--- config.mk ---
export PLATFORM = sky130hd
export DESIGN_NAME = key_debounce_long_press
export DESIGN_NICKNAME = d
export VERILOG_FILES = /design/src/rtl/kdlp_pkg.sv /design/src/rtl/kdlp_key.sv /design/src/rtl/key_debounce_long_press.sv
export SDC_FILE = /design/constraint.sdc
export NUM_CORES = 1
export LEC_CHECK = 0
export BUFFER_PORTS_ARGS = -buffer_cell sky130_fd_sc_hd__buf_2
export CORE_ASPECT_RATIO = 1.5
export CORE_MARGIN = 2
export CORE_UTILIZATION = 50
export CTS_CLUSTER_SIZE = 30
export DETAILED_ROUTE_END_ITERATION = 12
export HOLD_SLACK_MARGIN = 0.12
export PLACE_DENSITY = 0.66
export SLEW_MARGIN = 10
export SYNTH_ARGS = -nofsm -noshare
export SYNTH_HDL_FRONTEND = slang
export SYNTH_SLANG_ARGS = --single-unit
--- constraint.sdc ---
create_clock -name clk_i -period 5.8 [get_ports clk_i]
set_clock_uncertainty 0.05 [all_clocks]
set_input_delay 0 -clock clk_i [delete_from_list [all_inputs] [get_ports clk_i]]
set_output_delay 0 -clock clk_i [all_outputs]
set_load 0.02 [all_outputs]
--- src/rtl/kdlp_pkg.sv ---
// Shared types and constants for the four-key debounce and long-press block.
// No dependencies; used by kdlp_key and key_debounce_long_press.
package kdlp_pkg;

  // Event codes reported per key
  typedef enum logic [2:0] {
    EV_RELEASED = 3'd0,
    EV_DOWN     = 3'd1,
    EV_UP       = 3'd2,
    EV_PRESSED  = 3'd3,
    EV_LONG     = 3'd4
  } key_event_e;

  // Configuration register indexes
  localparam logic CFG_DEBOUNCE   = 1'b0;
  localparam logic CFG_LONG_PRESS = 1'b1;

  // Reset values of the configuration registers
  localparam logic [15:0] DEBOUNCE_RST   = 16'd20;
  localparam logic [15:0] LONG_PRESS_RST = 16'd1000;

  // Lowest bit of the button byte that belongs to key 0
  localparam int unsigned KEY_BIT_BASE = 4;

  // Status one key presents to the read path
  typedef struct packed {
    logic       pending;
    key_event_e last_event;
  } key_status_t;

endpackage

--- src/rtl/kdlp_key.sv ---
// Per-key debounce and long-press state machine with latched event and flag.
// Depends on kdlp_pkg for event codes and the status struct.
module kdlp_key (
  input  logic                  clk_i,
  input  logic                  rst_ni,
  input  logic                  sample_i,
  input  logic                  up_i,
  input  logic [31:0]           now_ms_i,
  input  logic [15:0]           debounce_ms_i,
  input  logic [15:0]           long_press_ms_i,
  input  logic                  clear_i,
  output kdlp_pkg::key_status_t status_o
);

  typedef enum logic [2:0] {
    PH_RELEASED    = 3'd0,
    PH_PRESS_DB    = 3'd1,
    PH_PRESSED     = 3'd2,
    PH_LONG        = 3'd3,
    PH_REL_DB      = 3'd4,
    PH_REL_DB_LONG = 3'd5
  } phase_e;

  phase_e               phase_q, phase_d;
  logic [31:0]          start_q, start_d;
  kdlp_pkg::key_event_e last_q, last_d;
  logic                 pending_q, pending_d;

  logic [31:0]          held;
  logic                 db_over, long_over;
  logic                 post;
  kdlp_pkg::key_event_e post_ev;

  // Wrapped time since the phase began, against both limits
  assign held      = now_ms_i - start_q;
  assign db_over   = held > {16'd0, debounce_ms_i};
  assign long_over = held > {16'd0, long_press_ms_i};

  // Phase transitions on a sample
  always_comb begin
    phase_d = phase_q;
    start_d = start_q;
    post    = 1'b0;
    post_ev = kdlp_pkg::EV_RELEASED;
    if (sample_i) begin
      case (phase_q)
        PH_RELEASED: begin
          if (!up_i) begin
            start_d = now_ms_i;
            phase_d = PH_PRESS_DB;
            post    = 1'b1;
            post_ev = kdlp_pkg::EV_DOWN;
          end
        end
        PH_PRESS_DB: begin
          // pressed keeps the debounce start, so long press counts from there
          if (up_i) begin
            phase_d = PH_RELEASED;
            post    = 1'b1;
            post_ev = kdlp_pkg::EV_UP;
          end else if (db_over) begin
            phase_d = PH_PRESSED;
            post    = 1'b1;
            post_ev = kdlp_pkg::EV_PRESSED;
          end
        end
        PH_PRESSED: begin
          if (up_i) begin
            start_d = now_ms_i;
            phase_d = PH_REL_DB;
            post    = 1'b1;
            post_ev = kdlp_pkg::EV_UP;
          end else if (long_over) begin
            phase_d = PH_LONG;
            post    = 1'b1;
            post_ev = kdlp_pkg::EV_LONG;
          end
        end
        PH_LONG: begin
          if (up_i) begin
            start_d = now_ms_i;
            phase_d = PH_REL_DB_LONG;
            post    = 1'b1;
            post_ev = kdlp_pkg::EV_UP;
          end
        end
        PH_REL_DB, PH_REL_DB_LONG: begin
          // a bounce returns to the held phase, keeping the release time
          if (!up_i) begin
            phase_d = (phase_q == PH_REL_DB) ? PH_PRESSED : PH_LONG;
            post    = 1'b1;
            post_ev = kdlp_pkg::EV_DOWN;
          end else if (db_over) begin
            phase_d = PH_RELEASED;
            post    = 1'b1;
            post_ev = kdlp_pkg::EV_RELEASED;
          end
        end
        default: begin
          phase_d = phase_q;
        end
      endcase
    end
  end

  // Latch an event only when it differs from the last one; a read clears the flag
  always_comb begin
    last_d    = last_q;
    pending_d = pending_q;
    if (post && (post_ev != last_q)) begin
      last_d    = post_ev;
      pending_d = 1'b1;
    end
    if (clear_i) begin
      pending_d = 1'b0;
    end
  end

  always_ff @(posedge clk_i or negedge rst_ni) begin
    if (!rst_ni) begin
      phase_q   <= PH_RELEASED;
      start_q   <= 32'd0;
      last_q    <= kdlp_pkg::EV_RELEASED;
      pending_q <= 1'b0;
    end else begin
      phase_q   <= phase_d;
      start_q   <= start_d;
      last_q    <= last_d;
      pending_q <= pending_d;
    end
  end

  assign status_o.pending    = pending_q;
  assign status_o.last_event = last_q;

endmodule

--- src/rtl/key_debounce_long_press.sv ---
// Top level: debounce and long-press qualifier for up to four keys.
// Depends on kdlp_pkg and kdlp_key.
//
//   channel | handshake                  | payload
//   --------+----------------------------+-------------------------------------------
//   input   | in_valid_i / in_stall_o    | action_i, buttons_i, now_ms_i, key_index_i
//   output  | out_valid_o / out_stall_i  | event_valid_o, key_event_o
//   config  | cfg_we_i                   | cfg_index_i, cfg_data_i
//
// One transaction per cycle unless input stalls: a sample updates every key's state
// at the edge it is accepted; a read loads its result at that edge into the output
// register if free or firing (offered from the next cycle on), else the skid register.
// A two-entry output (result register plus skid register) keeps input open while
// one result waits; input stalls only while the skid register is occupied.
// Reset clears all key state and loads the default limits.
module key_debounce_long_press #(
  parameter int NUM_KEYS = 4
) (
  input  logic        clk_i,
  input  logic        rst_ni,
  input  logic        in_valid_i,
  output logic        in_stall_o,
  input  logic        action_i,
  input  logic [7:0]  buttons_i,
  input  logic [31:0] now_ms_i,
  input  logic [2:0]  key_index_i,
  output logic        out_valid_o,
  input  logic        out_stall_i,
  output logic        event_valid_o,
  output logic [2:0]  key_event_o,
  input  logic        cfg_we_i,
  input  logic        cfg_index_i,
  input  logic [15:0] cfg_data_i
);

  logic [15:0] debounce_q, long_press_q;

  logic in_acc, sample, rd_acc, out_fire;
  logic [NUM_KEYS-1:0] clear;
  kdlp_pkg::key_status_t status [NUM_KEYS];

  logic       rd_valid;
  logic [2:0] rd_event;

  logic       out_valid_q, skid_valid_q;
  logic       out_ev_valid_q, skid_ev_valid_q;
  logic [2:0] out_event_q, skid_event_q;

  // Configuration registers
  always_ff @(posedge clk_i or negedge rst_ni) begin
    if (!rst_ni) begin
      debounce_q   <= kdlp_pkg::DEBOUNCE_RST;
      long_press_q <= kdlp_pkg::LONG_PRESS_RST;
    end else if (cfg_we_i) begin
      if (cfg_index_i == kdlp_pkg::CFG_DEBOUNCE) begin
        debounce_q <= cfg_data_i;
      end else begin
        long_press_q <= cfg_data_i;
      end
    end
  end

  assign in_stall_o = skid_valid_q;
  assign in_acc     = in_valid_i && !in_stall_o;
  assign sample     = in_acc && !action_i;
  assign rd_acc     = in_acc && action_i;
  assign out_fire   = out_valid_q && !out_stall_i;

  // Key state machines
  for (genvar k = 0; k < NUM_KEYS; k++) begin : g_key
    assign clear[k] = rd_acc && (key_index_i == 3'(k));
    kdlp_key u_key (
      .clk_i           (clk_i),
      .rst_ni          (rst_ni),
      .sample_i        (sample),
      .up_i            (buttons_i[kdlp_pkg::KEY_BIT_BASE + k]),
      .now_ms_i        (now_ms_i),
      .debounce_ms_i   (debounce_q),
      .long_press_ms_i (long_press_q),
      .clear_i         (clear[k]),
      .status_o        (status[k])
    );
  end

  // Read select: an index past the last key matches nothing and reports no event
  always_comb begin
    rd_valid = 1'b0;
    rd_event = 3'd0;
    for (int k = 0; k < NUM_KEYS; k++) begin
      if ((key_index_i == 3'(k)) && status[k].pending) begin
        rd_valid = 1'b1;
        rd_event = status[k].last_event;
      end
    end
  end

  // Output register with skid stage
  always_ff @(posedge clk_i or negedge rst_ni) begin
    if (!rst_ni) begin
      out_valid_q  <= 1'b0;
      skid_valid_q <= 1'b0;
    end else if (skid_valid_q) begin
      if (out_fire) begin
        out_valid_q  <= 1'b1;
        skid_valid_q <= 1'b0;
      end
    end else if (rd_acc) begin
      if (!out_valid_q || out_fire) begin
        out_valid_q <= 1'b1;
      end else begin
        skid_valid_q <= 1'b1;
      end
    end else if (out_fire) begin
      out_valid_q <= 1'b0;
    end
  end

  // Payload of the two result slots
  always_ff @(posedge clk_i) begin
    if (skid_valid_q) begin
      if (out_fire) begin
        out_ev_valid_q <= skid_ev_valid_q;
        out_event_q    <= skid_event_q;
      end
    end else if (rd_acc) begin
      if (!out_valid_q || out_fire) begin
        out_ev_valid_q <= rd_valid;
        out_event_q    <= rd_event;
      end else begin
        skid_ev_valid_q <= rd_valid;
        skid_event_q    <= rd_event;
      end
    end
  end

  assign out_valid_o   = out_valid_q;
  assign event_valid_o = out_ev_valid_q;
  assign key_event_o   = out_event_q;

endmodule
**Yosys cells after proc, flatten, opt, wreduce, memory -nomap -nowiden**

Cells that the tools add are included.

- Output and inout port bits: 6
- Register bits: 198
- Logic and storage cells: 311
- Bits of input ports: 66
- Memories kept: 0
- Bits in latches: 0
- ROM bits: 0
- Bits in writable memories: 0

- Add/subtract/negate cells: 4
- Div/mod/pow operators: 0
- Bitwise logic cells: 3
- Shift operators: 0
- Eq/ne operators: 53
- $lt $le $gt $ge: 8
- Multiply operators: 0
- Reduce and logical (&&, ||, !) cells: 66
- Mux-type cells: 153

Operators with widths:

| cell | count |
|---|---|
| greater-than comparator 32 x 16 -> 1 bit | 8 |
| two-way mux 32 bit | 8 |
| one-hot mux 32 bit (2 select lines) | 4 |
| two-way mux 3 bit | 56 |
| subtractor 32 bit | 4 |
| two-way mux 1 bit | 65 |
| one-hot mux 3 bit (5 select lines) | 4 |
| one-hot mux 3 bit (4 select lines) | 4 |
| inequality test 3 x 2 -> 1 bit, second input constant | 12 |
| equality test 3 x 2 -> 1 bit, second input constant | 10 |
| AND reduction 7 bit | 4 |
| equality test 3 bit, second input constant | 8 |
| nonzero test 2 bit | 11 |
| one-hot mux 1 bit (5 select lines) | 4 |
| nonzero test 5 bit | 4 |
| inequality test 2 bit, second input constant | 9 |
| logical AND 1 bit | 16 |
| two-way mux 2 bit | 8 |
| AND reduction 4 bit | 4 |
| OR reduction 2 bit | 8 |
| equality test 3 x 1 -> 1 bit, second input constant | 5 |
| logical NOT 3 bit | 5 |
| inequality test 3 bit | 4 |
| OR reduction 3 bit | 4 |
| other kinds (7) | 18 |

**Depth between registers and ports, before layout**

Gate-level depths: netlist (run 1).

- Depth in word-level cells: 10
- Depth in mapped cells: 25
- Gate-level depth less buffers: 24

**Cells and area by module**

A second synthesis (run 1) with hierarchy kept.

- Cells, all modules: 2576
- Area, all modules: 20734.9 um2

By module, submodules not included:

| module | area an instance (um2) | times used | cells each | sequential area each (um2) |
|---|---|---|---|---|
| kdlp_key (g_key[0].u_key ...) | 4575.6 | 2 | 599 | 975.9 |
| kdlp_key (g_key[3].u_key) | 5034.8 | 1 | 629 | 975.9 |
| kdlp_key (g_key[1].u_key) | 4765.8 | 1 | 618 | 975.9 |
| key_debounce_long_press | 1783.0 | 1 | 131 | 1101.1 |

**Worst setup path before layout (run 1)**

OpenSTA, ideal clock, no wires.

- Path kind: reg-to-reg
- Start: register g_key[1].u_key.start_q[1]
- End: register g_key[1].u_key.last_q[0]
- Path slack: 0.659 ns
- Required time: 5.622 ns
- Setup time: 0.128 ns
- Buffers on the path: 0
- Clock period less this slack: 5.141 ns
- Arrival time: 4.964 ns
- Stages on the path, launching flop included: 23
- Path through: dfrtp_1 -> inv_1 -> ha_1 -> nor2b_1 -> o2111ai_1 -> a31o_2 -> o31ai_2 -> or2_4 -> inv_1 -> o21ai_0 -> xor2_1 -> ha_1 -> nand4_1 -> or2_2 -> nor4_1 -> a21oi_1 -> o31ai_1 -> o21ai_1 -> or4_1 -> or4_4 -> o221a_4 -> o32ai_2 -> mux2_1

- Cells in the longest elaborated chain, start to end: 8
- Elaborated cells between the ends (all ways): 18
- Classes of those cells: add/sub (1); order compare (2); eq/ne (1); mux (13); reduce/logical (1)

RTL lines:

| element | line | text |
|---|---|---|
| from (decl) | kdlp_key.sv:25 | `logic [31:0] start_q, start_d;` |
| from (signal assigned) | kdlp_key.sv:127 | `start_q <= start_d;` |
| subtractor 32 bit * | kdlp_key.sv:35 | `assign held = now_ms_i - start_q;` |
| greater-than comparator 32 x 16 -> 1 bit (on tied branches) | kdlp_key.sv:36, kdlp_key.sv:37 |  |
| two-way mux 2 bit or two-way mux 3 bit (tied branches) | kdlp_key.sv:61, kdlp_key.sv:73 |  |
| two-way mux 3 bit (on tied branches) | kdlp_key.sv:57, kdlp_key.sv:68 |  |
| one-hot mux 3 bit (4 select lines) | kdlp_key.sv:46 | `case (phase_q)` |
| two-way mux 3 bit | kdlp_key.sv:45 | `if (sample_i) begin` |
| inequality test 3 bit | kdlp_key.sv:110 | `if (post && (post_ev != last_q)) begin` |
| logical AND 1 bit | kdlp_key.sv:110 |  |
| to (signal assigned) | kdlp_key.sv:123 | `last_q <= kdlp_pkg::EV_RELEASED;` |
| to (signal assigned) | kdlp_key.sv:128 | `last_q <= last_d;` |
| to (decl) | kdlp_key.sv:26 | `kdlp_pkg::key_event_e last_q, last_d;` |

Mark *: on every way between the ends. The rest lies on a longest branch, timed or not.
A chain may end at the register's enable or synchronous reset.

**Final worst setup path (run 1)**

- Start: register g_key[1].u_key.start_q[0]
- End: register g_key[1].u_key.last_q[0]

The elaborated chain is that of the path after synthesis.

==> results.py, run 1 <==
metrics = {
    "run_status": {
        "outcome": "complete, no violations",
    },
    "cts": {
        "cts.sinks": 198,
        "tritoncts": "yes",
        "clock_path_buffers": 2,
        "numCtsBuffers": 17,
        "cts_root_buffer": "clkbuf_16",
        "clkTransAtPathRegs_ps": 90,
        "cts_max_level": 4,
        "clkLatencyLatePin_ps": 480,
    },
    "power": {
        "ir_drop_mv": 0.302,
        "power_mw": 13.4,
        "p_per_area_nw_per_um2": 611,
        "leakage_nw": 9.94,
    },
    "synth": {
        "synthCells": 2356,
        "syn_nets": 2678,
        "synth_most_common_cell": "ha_1",
        "yosys.area.top_type": "dfrtp_1",
        "ys_types": 98,
        "synthAdderAreaFrac": 0.167,
        "synth_simple_gate_area_frac": 0.172,
        "synth_top_family_by_area": "compound AO/OA/AOI/OAI gates",
        "synth_flop_cell": "dfrtp_1",
        "synth-seq-cells": 198,
        "synthXorXnorAreaFrac": 0.0433,
        "synth-edff-count": 8,
        "synth_area_sq_um": 19400,
        "async_reset_ff_frac": 0.960,
        "synthTopCellsByCount": "ha_1 (252), nand2_1 (247), inv_1 (205), a21oi_1 (194), dfrtp_1 (182)",
        "ys_warn_count": 0,
        "yosys.area.top_type_share": 0.235,
        "synthMuxAreaShare": 0.0588,
        "ys_seq_area_frac": 0.258,
        "avgSynthCellArea_sq_um": 8.24,
        "synth-compound-area-share": 0.246,
        "synth_area_leaders": "dfrtp_1 (23%), ha_1 (16%), a21oi_1 (5.0%), mux2_2 (5.0%), nand2_1 (4.8%)",
    },
    "finish": {
        "fin_area_sq_um": 21900,
        "nNetsFinal": 2804,
        "area.growth.synth_to_final_pct": 12.8,
        "drive_gt1_frac": 0.111,
        "final_core_util": 0.570,
    },
    "timing": {
        "worst_pin_slew_ps": 1090,
        "finalHoldViolCount": 0,
        "fmax_mhz": 180,
        "relSlewSlack": 0.272,
        "slew_viol_final": 0,
        "setup_violations": 0,
        "fin_crit_ps": 5550,
        "timing.hold.ws_ps": 143,
        "final.period_utilization": 0.958,
    },
    "floorplan": {
        "fp-row-count": 88,
        "die_w_um": 165,
        "io_pins": 72,
        "dieArea_sq_um": 40400,
        "die_y_um": 245,
        "start_util": 0.505,
        "core_area_sq_um": 38400,
    },
    "critical_path": {
        "slowest_stage": "or4_1",
        "path_depth": 20,
        "path_buf_inv": 0,
        "worstPathArrival_ps": 5870,
        "critPathLaunchType": "register",
        "path_cells": "ha_1 > fa_1 > nor2b_2 > o211ai_2 > a211oi_4 > nor2_1 > o21ai_1 > xor2_1 > ha_1 > nand4_1 > or2_2 > nor4_2 > a21oi_1 > o31ai_2 > o21ai_1 > or4_1 > or4_4 > o221a_4 > o32ai_2 > mux2_1",
        "crit_path_max_incr_delay_ps": 550,
        "worstPathMaxFanout": 4,
        "cp.required_ps": 6120,
        "endpoint_kind": "register",
        "critPathTopFamily": "simple AND/OR/NAND/NOR gates",
        "crit_type": "register to register",
        "rr_worst_depth": 20,
    },
    "place": {
        "placed_cell_area_sq_um": 20300,
        "port_buffers": 67,
        "hpwl_mm": 50.9,
        "routabilityCongestion": 1.09,
    },
    "grt": {
        "grt_first_pass_wirelength_mm": 101,
        "grt_pass1_vias": 18700,
        "gr-total-overflow": 0,
        "grtUsageTotal": 0.326,
        "grt_max_degree": 100,
        "antenna_found_initial": 1,
    },
    "detailed_routing": {
        "final_antenna_net_count": 0,
        "wl_per_cell_um": 21.7,
        "drc": 0,
        "dr.first_iter.drc_count": 1178,
        "viasPerCell": 6.20,
        "vias": 18600,
        "routed_wl_mm": 64.8,
        "drt-pass1-iter-count": 6,
    },
    "min_path": {
        "min_path_type": "input pin to async pin",
    },
    "flow_run": {
        "maxCapViolations": 0,
    },
}
==> flip-flops by register name (all words and copies together) (netlist names), 3 cells and up <==
signal	cells
g_key.u_key.phase_q	12
g_key.u_key.pending_q	4
g_key.u_key.last_q	12
key_event_o	3
debounce_q	16
long_press_q	16
skid_event_q	3
g_key.u_key.start_q	128
==> stage by stage <==
stage | worst slack, ps | instances | setup TNS (ps)
detailed placement | 89.9 | 2865 | 0
global route | -16.3 | 2990 | -19.1
finish | 245 | 2991 | 0
floorplan | 659 | 2356 | 0
global placement | 247 | 2865 | 0
CTS | 65.0 | 2987 | 0
==> worst register-to-register path, stage by stage, from the launching register on <==
cell and delay [ps]:
dfrtp_1 390, ha_1 220, fa_1 430, nor2b_2 170
o211ai_2 150, a211oi_4 390, nor2_1 150, o21ai_1 190
xor2_1 110, ha_1 320, nand4_1 120, or2_2 350
nor4_2 300, a21oi_1 90, o31ai_2 80, o21ai_1 110
or4_1 550, or4_4 450, o221a_4 330, o32ai_2 150
mux2_1 350
==> final cells by class <==
type                       count  area [sq um]
tap                          495           619
multi-input combinational   1873         13400
inverter                     205           769
clock inverter                13           160
sequential                   198          5000
fill                        3556         16500
antenna                        1          2.50
timing repair buffer         187          1500
clock buffer                  19           443
==> path summary, 6_finish.rpt <==
path | start | end | slack (ps)
setup / recovery | g_key[1].u_key.start_q[0] | g_key[1].u_key.last_q[0] | 250
hold / removal | rst_ni | g_key[3].u_key.start_q[10] | 140
setup reg to reg | g_key[1].u_key.start_q[0] | g_key[1].u_key.last_q[0] | 250
hold reg to reg | g_key[2].u_key.pending_q | g_key[2].u_key.pending_q | 440
max in group asynchronous | rst_ni | g_key[1].u_key.start_q[30] | 4080
min in group clk_i | cfg_we_i | debounce_q[5] | 190
==> cells in the final DEF, fill, tap and decap left out, types with 20 or more instances in the layout <==
cell / netlist / final
o21ai_0: 179 / 178
nand4_1: 58 / 58
buf_4: 0 / 28
dfrtp_1: 182 / 182
a31oi_1: 25 / 24
xnor2_1: 66 / 65
a21oi_1: 194 / 194
nand2_1: 247 / 247
ha_1: 252 / 252
dlygate4sd3_1: 0 / 90
xor2_1: 30 / 30
nand3_1: 29 / 29
o21a_1: 39 / 39
nor2_1: 130 / 129
nor4_1: 21 / 20
nor2b_1: 28 / 27
a21o_1: 73 / 73
buf_2: 6 / 66
inv_1: 205 / 205
nor3_1: 43 / 41
o211ai_1: 24 / 24
mux2_2: 86 / 86
==> metal layers <==
metal / global-route usage / routed length, um / vias to the layer above / part of all wire
li1: - / - / 8843 / -
met1: 0.348 / 24100 / 8829 / 0.37
met2: 0.583 / 32600 / 635 / 0.50
met3: 0.0433 / 2940 / 246 / 0.045
met4: 0.237 / 5130 / 0 / 0.079
met5: 0 / 0 / - / 0
==> report_power, final <==
part	switching [mW]	total [mW]	leakage, nW	internal, mW
clock	0.634	1.30	0.299	0.664
sequential	0.340	2.29	2.36	1.95
combinational	5.91	9.80	7.29	3.89
total	6.88	13.4	9.94	6.50
==> logic make-up (layout without fill, tap and decap cells) <==
kind of cell / after synthesis / in the layout
AO/OA/AOI/OAI: 735 / 735
AND/OR/NAND/NOR: 683 / 683
buffers and inverters: 285 / 424
adder cells (fa/ha/maj): 256 / 256
flip-flops: 198 / 198
multiplexers: 103 / 103
XOR/XNOR: 96 / 96
other: 0 / 1
==> what timing repair did <==
item / 4_1_cts / 5_1_grt
endpoints found under the hold margin: 294 / 0
hold buffers: 90 / 0
setup buffers: 0 / 3
gates resized for setup: 0 / 12
endpoints found under the setup margin: 0 / 10
Note: power is estimated with default switching activity, not from simulation.
==> run 2: changes to the inputs <==
--- a/config.mk
+++ b/config.mk
@@ -8,11 +8,11 @@
 export BUFFER_PORTS_ARGS = -buffer_cell sky130_fd_sc_hd__buf_2
 export CORE_ASPECT_RATIO = 1.5
 export CORE_MARGIN = 2
-export CORE_UTILIZATION = 50
+export CORE_UTILIZATION = 36
 export CTS_CLUSTER_SIZE = 30
 export DETAILED_ROUTE_END_ITERATION = 12
 export HOLD_SLACK_MARGIN = 0.12
-export PLACE_DENSITY = 0.66
+export PLACE_DENSITY = 0.5
 export SLEW_MARGIN = 10
 export SYNTH_ARGS = -nofsm -noshare
 export SYNTH_HDL_FRONTEND = slang
==> run 2 against run 1 <==
- via count fell by 1.0%
- global-route usage fell by 7.9 points
- wire length rose by 6.6%
- die area rose by 38%
- first-iteration DRC count fell by 17%
- power rose by 0.72%
- worst hold slack improved by 18 ps
- fmax rose by 0.27%
- critical path type is now input pin to register
- largest power group unchanged
==> results.py, run 2 (same netlist as run 1, synthesis figures left out) <==
metrics = {
    "timing": {
        "slew_viol_final": 0,
        "worst_pin_slew_ps": 1020,
        "finalHoldViolCount": 0,
        "fmax_mhz": 181,
        "setup_violations": 0,
        "fin_crit_ps": 5540,
        "fin_setup_tns_ps": 0,
        "relSlewSlack": 0.318,
        "worst_slack_ps": 260,
        "timing.hold.ws_ps": 161,
        "final.period_utilization": 0.955,
    },
    "finish": {
        "multi_input_area_sq_um": 13500,
        "top_regs": "g_key.u_key.start_q x128, debounce_q x16, long_press_q x16",
        "seqCellArea_sq_um": 5000,
        "fill_cells": 5426,
        "area.growth.synth_to_final_pct": 15.2,
        "drive_gt1_frac": 0.119,
        "final_core_util": 0.418,
        "largest_register": "g_key.u_key.start_q",
        "largest_reg_flops": 128,
        "most-common-layout-cells": "ha_1 (252), nand2_1 (247), inv_1 (205), a21oi_1 (194), dfrtp_1 (182)",
        "layout_commonest_cell": "ha_1",
        "n_antenna_cell": 0,
        "fin_area_sq_um": 22400,
        "nNetsFinal": 2821,
        "fin_cells": 3201,
    },
    "cts": {
        "clkTransAtPathRegs_ps": 80,
        "clock_path_buffers": 2,
        "numCtsBuffers": 17,
        "cts_root_buffer": "clkbuf_16",
        "cts.sinks": 198,
        "tritoncts": "yes",
        "cts_max_level": 4,
        "clkLatencyLatePin_ps": 480,
    },
    "detailed_routing": {
        "drc": 0,
        "viasPerCell": 5.74,
        "dr.first_iter.drc_count": 975,
        "final_antenna_net_count": 0,
        "routed_wl_mm": 69.1,
        "wl_per_cell_um": 21.6,
        "vias": 18400,
        "drt-pass1-iter-count": 6,
    },
    "place": {
        "port_buffers": 67,
        "placed_cells": 3079,
        "placed_cell_area_sq_um": 20700,
        "pre_cts_ws_ps": 42.8,
        "hpwl_mm": 55.4,
        "routabilityCongestion": 0.944,
    },
    "floorplan": {
        "io_pins": 72,
        "die_w_um": 194,
        "fp-row-count": 104,
        "start_util": 0.363,
        "die_y_um": 288,
        "dieArea_sq_um": 55800,
        "core_area_sq_um": 53500,
    },
    "critical_path": {
        "cp.required_ps": 6120,
        "worstPathArrival_ps": 5860,
        "critPathTopFamily": "buffers and inverters",
        "path_buf_inv": 7,
        "critPathMostFrequentCell": "o21ai_0",
        "crit_path_max_incr_delay_ps": 560,
        "critPathLaunchType": "input pin",
        "slowest_stage": "dlygate4sd3_1",
        "endpoint_kind": "register",
        "crit_type": "input pin to register",
        "worstPathMaxFanout": 7,
        "path_cells": "dlygate4sd3_1 > buf_2 > buf_4 > ha_1 > a21oi_1 > o21ai_0 > a21o_1 > a21oi_1 > o21ai_0 > xor2_1 > ha_1 > nand2_1 > or3_1 > or3_1 > o21ai_0 > buf_4 > inv_1 > buf_4 > nor3_1 > o21ai_0 > nor2_1 > a21boi_1 > o22a_1 > dlygate4sd3_1",
    },
    "power": {
        "leakage_nw": 10.0,
        "ir_drop_mv": 0.313,
        "power_mw": 13.5,
        "p_per_area_nw_per_um2": 603,
    },
    "grt": {
        "antenna_found_initial": 0,
        "grt_max_degree": 69,
        "grt_pass1_vias": 18200,
        "gr-total-overflow": 0,
        "grt_first_pass_wirelength_mm": 106,
        "grtUsageTotal": 0.247,
    },
    "flow_run": {
        "maxCapViolations": 0,
    },
    "min_path": {
        "min_path_type": "input pin to register",
    },
    "run_status": {
        "outcome": "complete, no violations",
    },
}
-- run 2: cell count changes in the layout (fill, tap and decap cells not counted), sizes merged --
cell and delta:
clkinv -3, diode -1, buf +20, clkinvlp +4, bufinv +3, inv -4
dlygate4sd3 -3
-- run 2: final cells by class --
class	count	area share
clock buffers	19	0.0194
clock inverters	13	0.00985
inverters	205	0.0344
multi-input cells	1873	0.602
flip-flops and latches	198	0.224
well taps	689	0.0385
repair buffers	204	0.0720
-- run 2: power by group --
part	switching, mW	total, mW	internal (mW)
Sequential	0.340	2.29	1.95
Combinational	5.85	9.80	3.95
Clock	0.616	1.39	0.773
-- run 2: final timing paths --
path | from | to | slack, ps | cells after the start
worst max-delay path | now_ms_i[10] | g_key[0].u_key.pending_q | 260 | 24
worst min-delay path | cfg_we_i | debounce_q[10] | 160 | 5
min in group asynchronous | rst_ni | long_press_q[6] | 640 | 3
worst min register to register | g_key[3].u_key.start_q[0] | g_key[3].u_key.start_q[0] | 440 | 2
max in group asynchronous | rst_ni | g_key[2].u_key.last_q[0] | 4080 | 4
worst max register to register | g_key[0].u_key.start_q[12] | g_key[0].u_key.pending_q | 300 | 22
-- run 2: worst register-to-register path, delay by kind of cell, from the launching register on --
kind | cells | cell delay (ps)
compound gates | 9 | 1710
flops | 1 | 330
fa+ha+maj | 2 | 590
xor+xnor | 1 | 420
simple gates | 5 | 1340
buf+inv | 5 | 980
-- run 2: what timing repair did --
action                                 4_1_cts  5_1_grt
setup endpoints to repair                    0       12
setup buffers                                0        2
hold buffers                                88        0
endpoints found under the hold margin      256        0
gates resized for setup                      0       21
-- run 2: per-layer routing --
layer	routed length [um]	global-route usage	vias to the layer above
li1	-	-	8878
met1	27800	0.274	8891
met2	35400	0.465	446
met3	2020	0.0262	153
met4	3830	0.129	0
met5	0	0	-
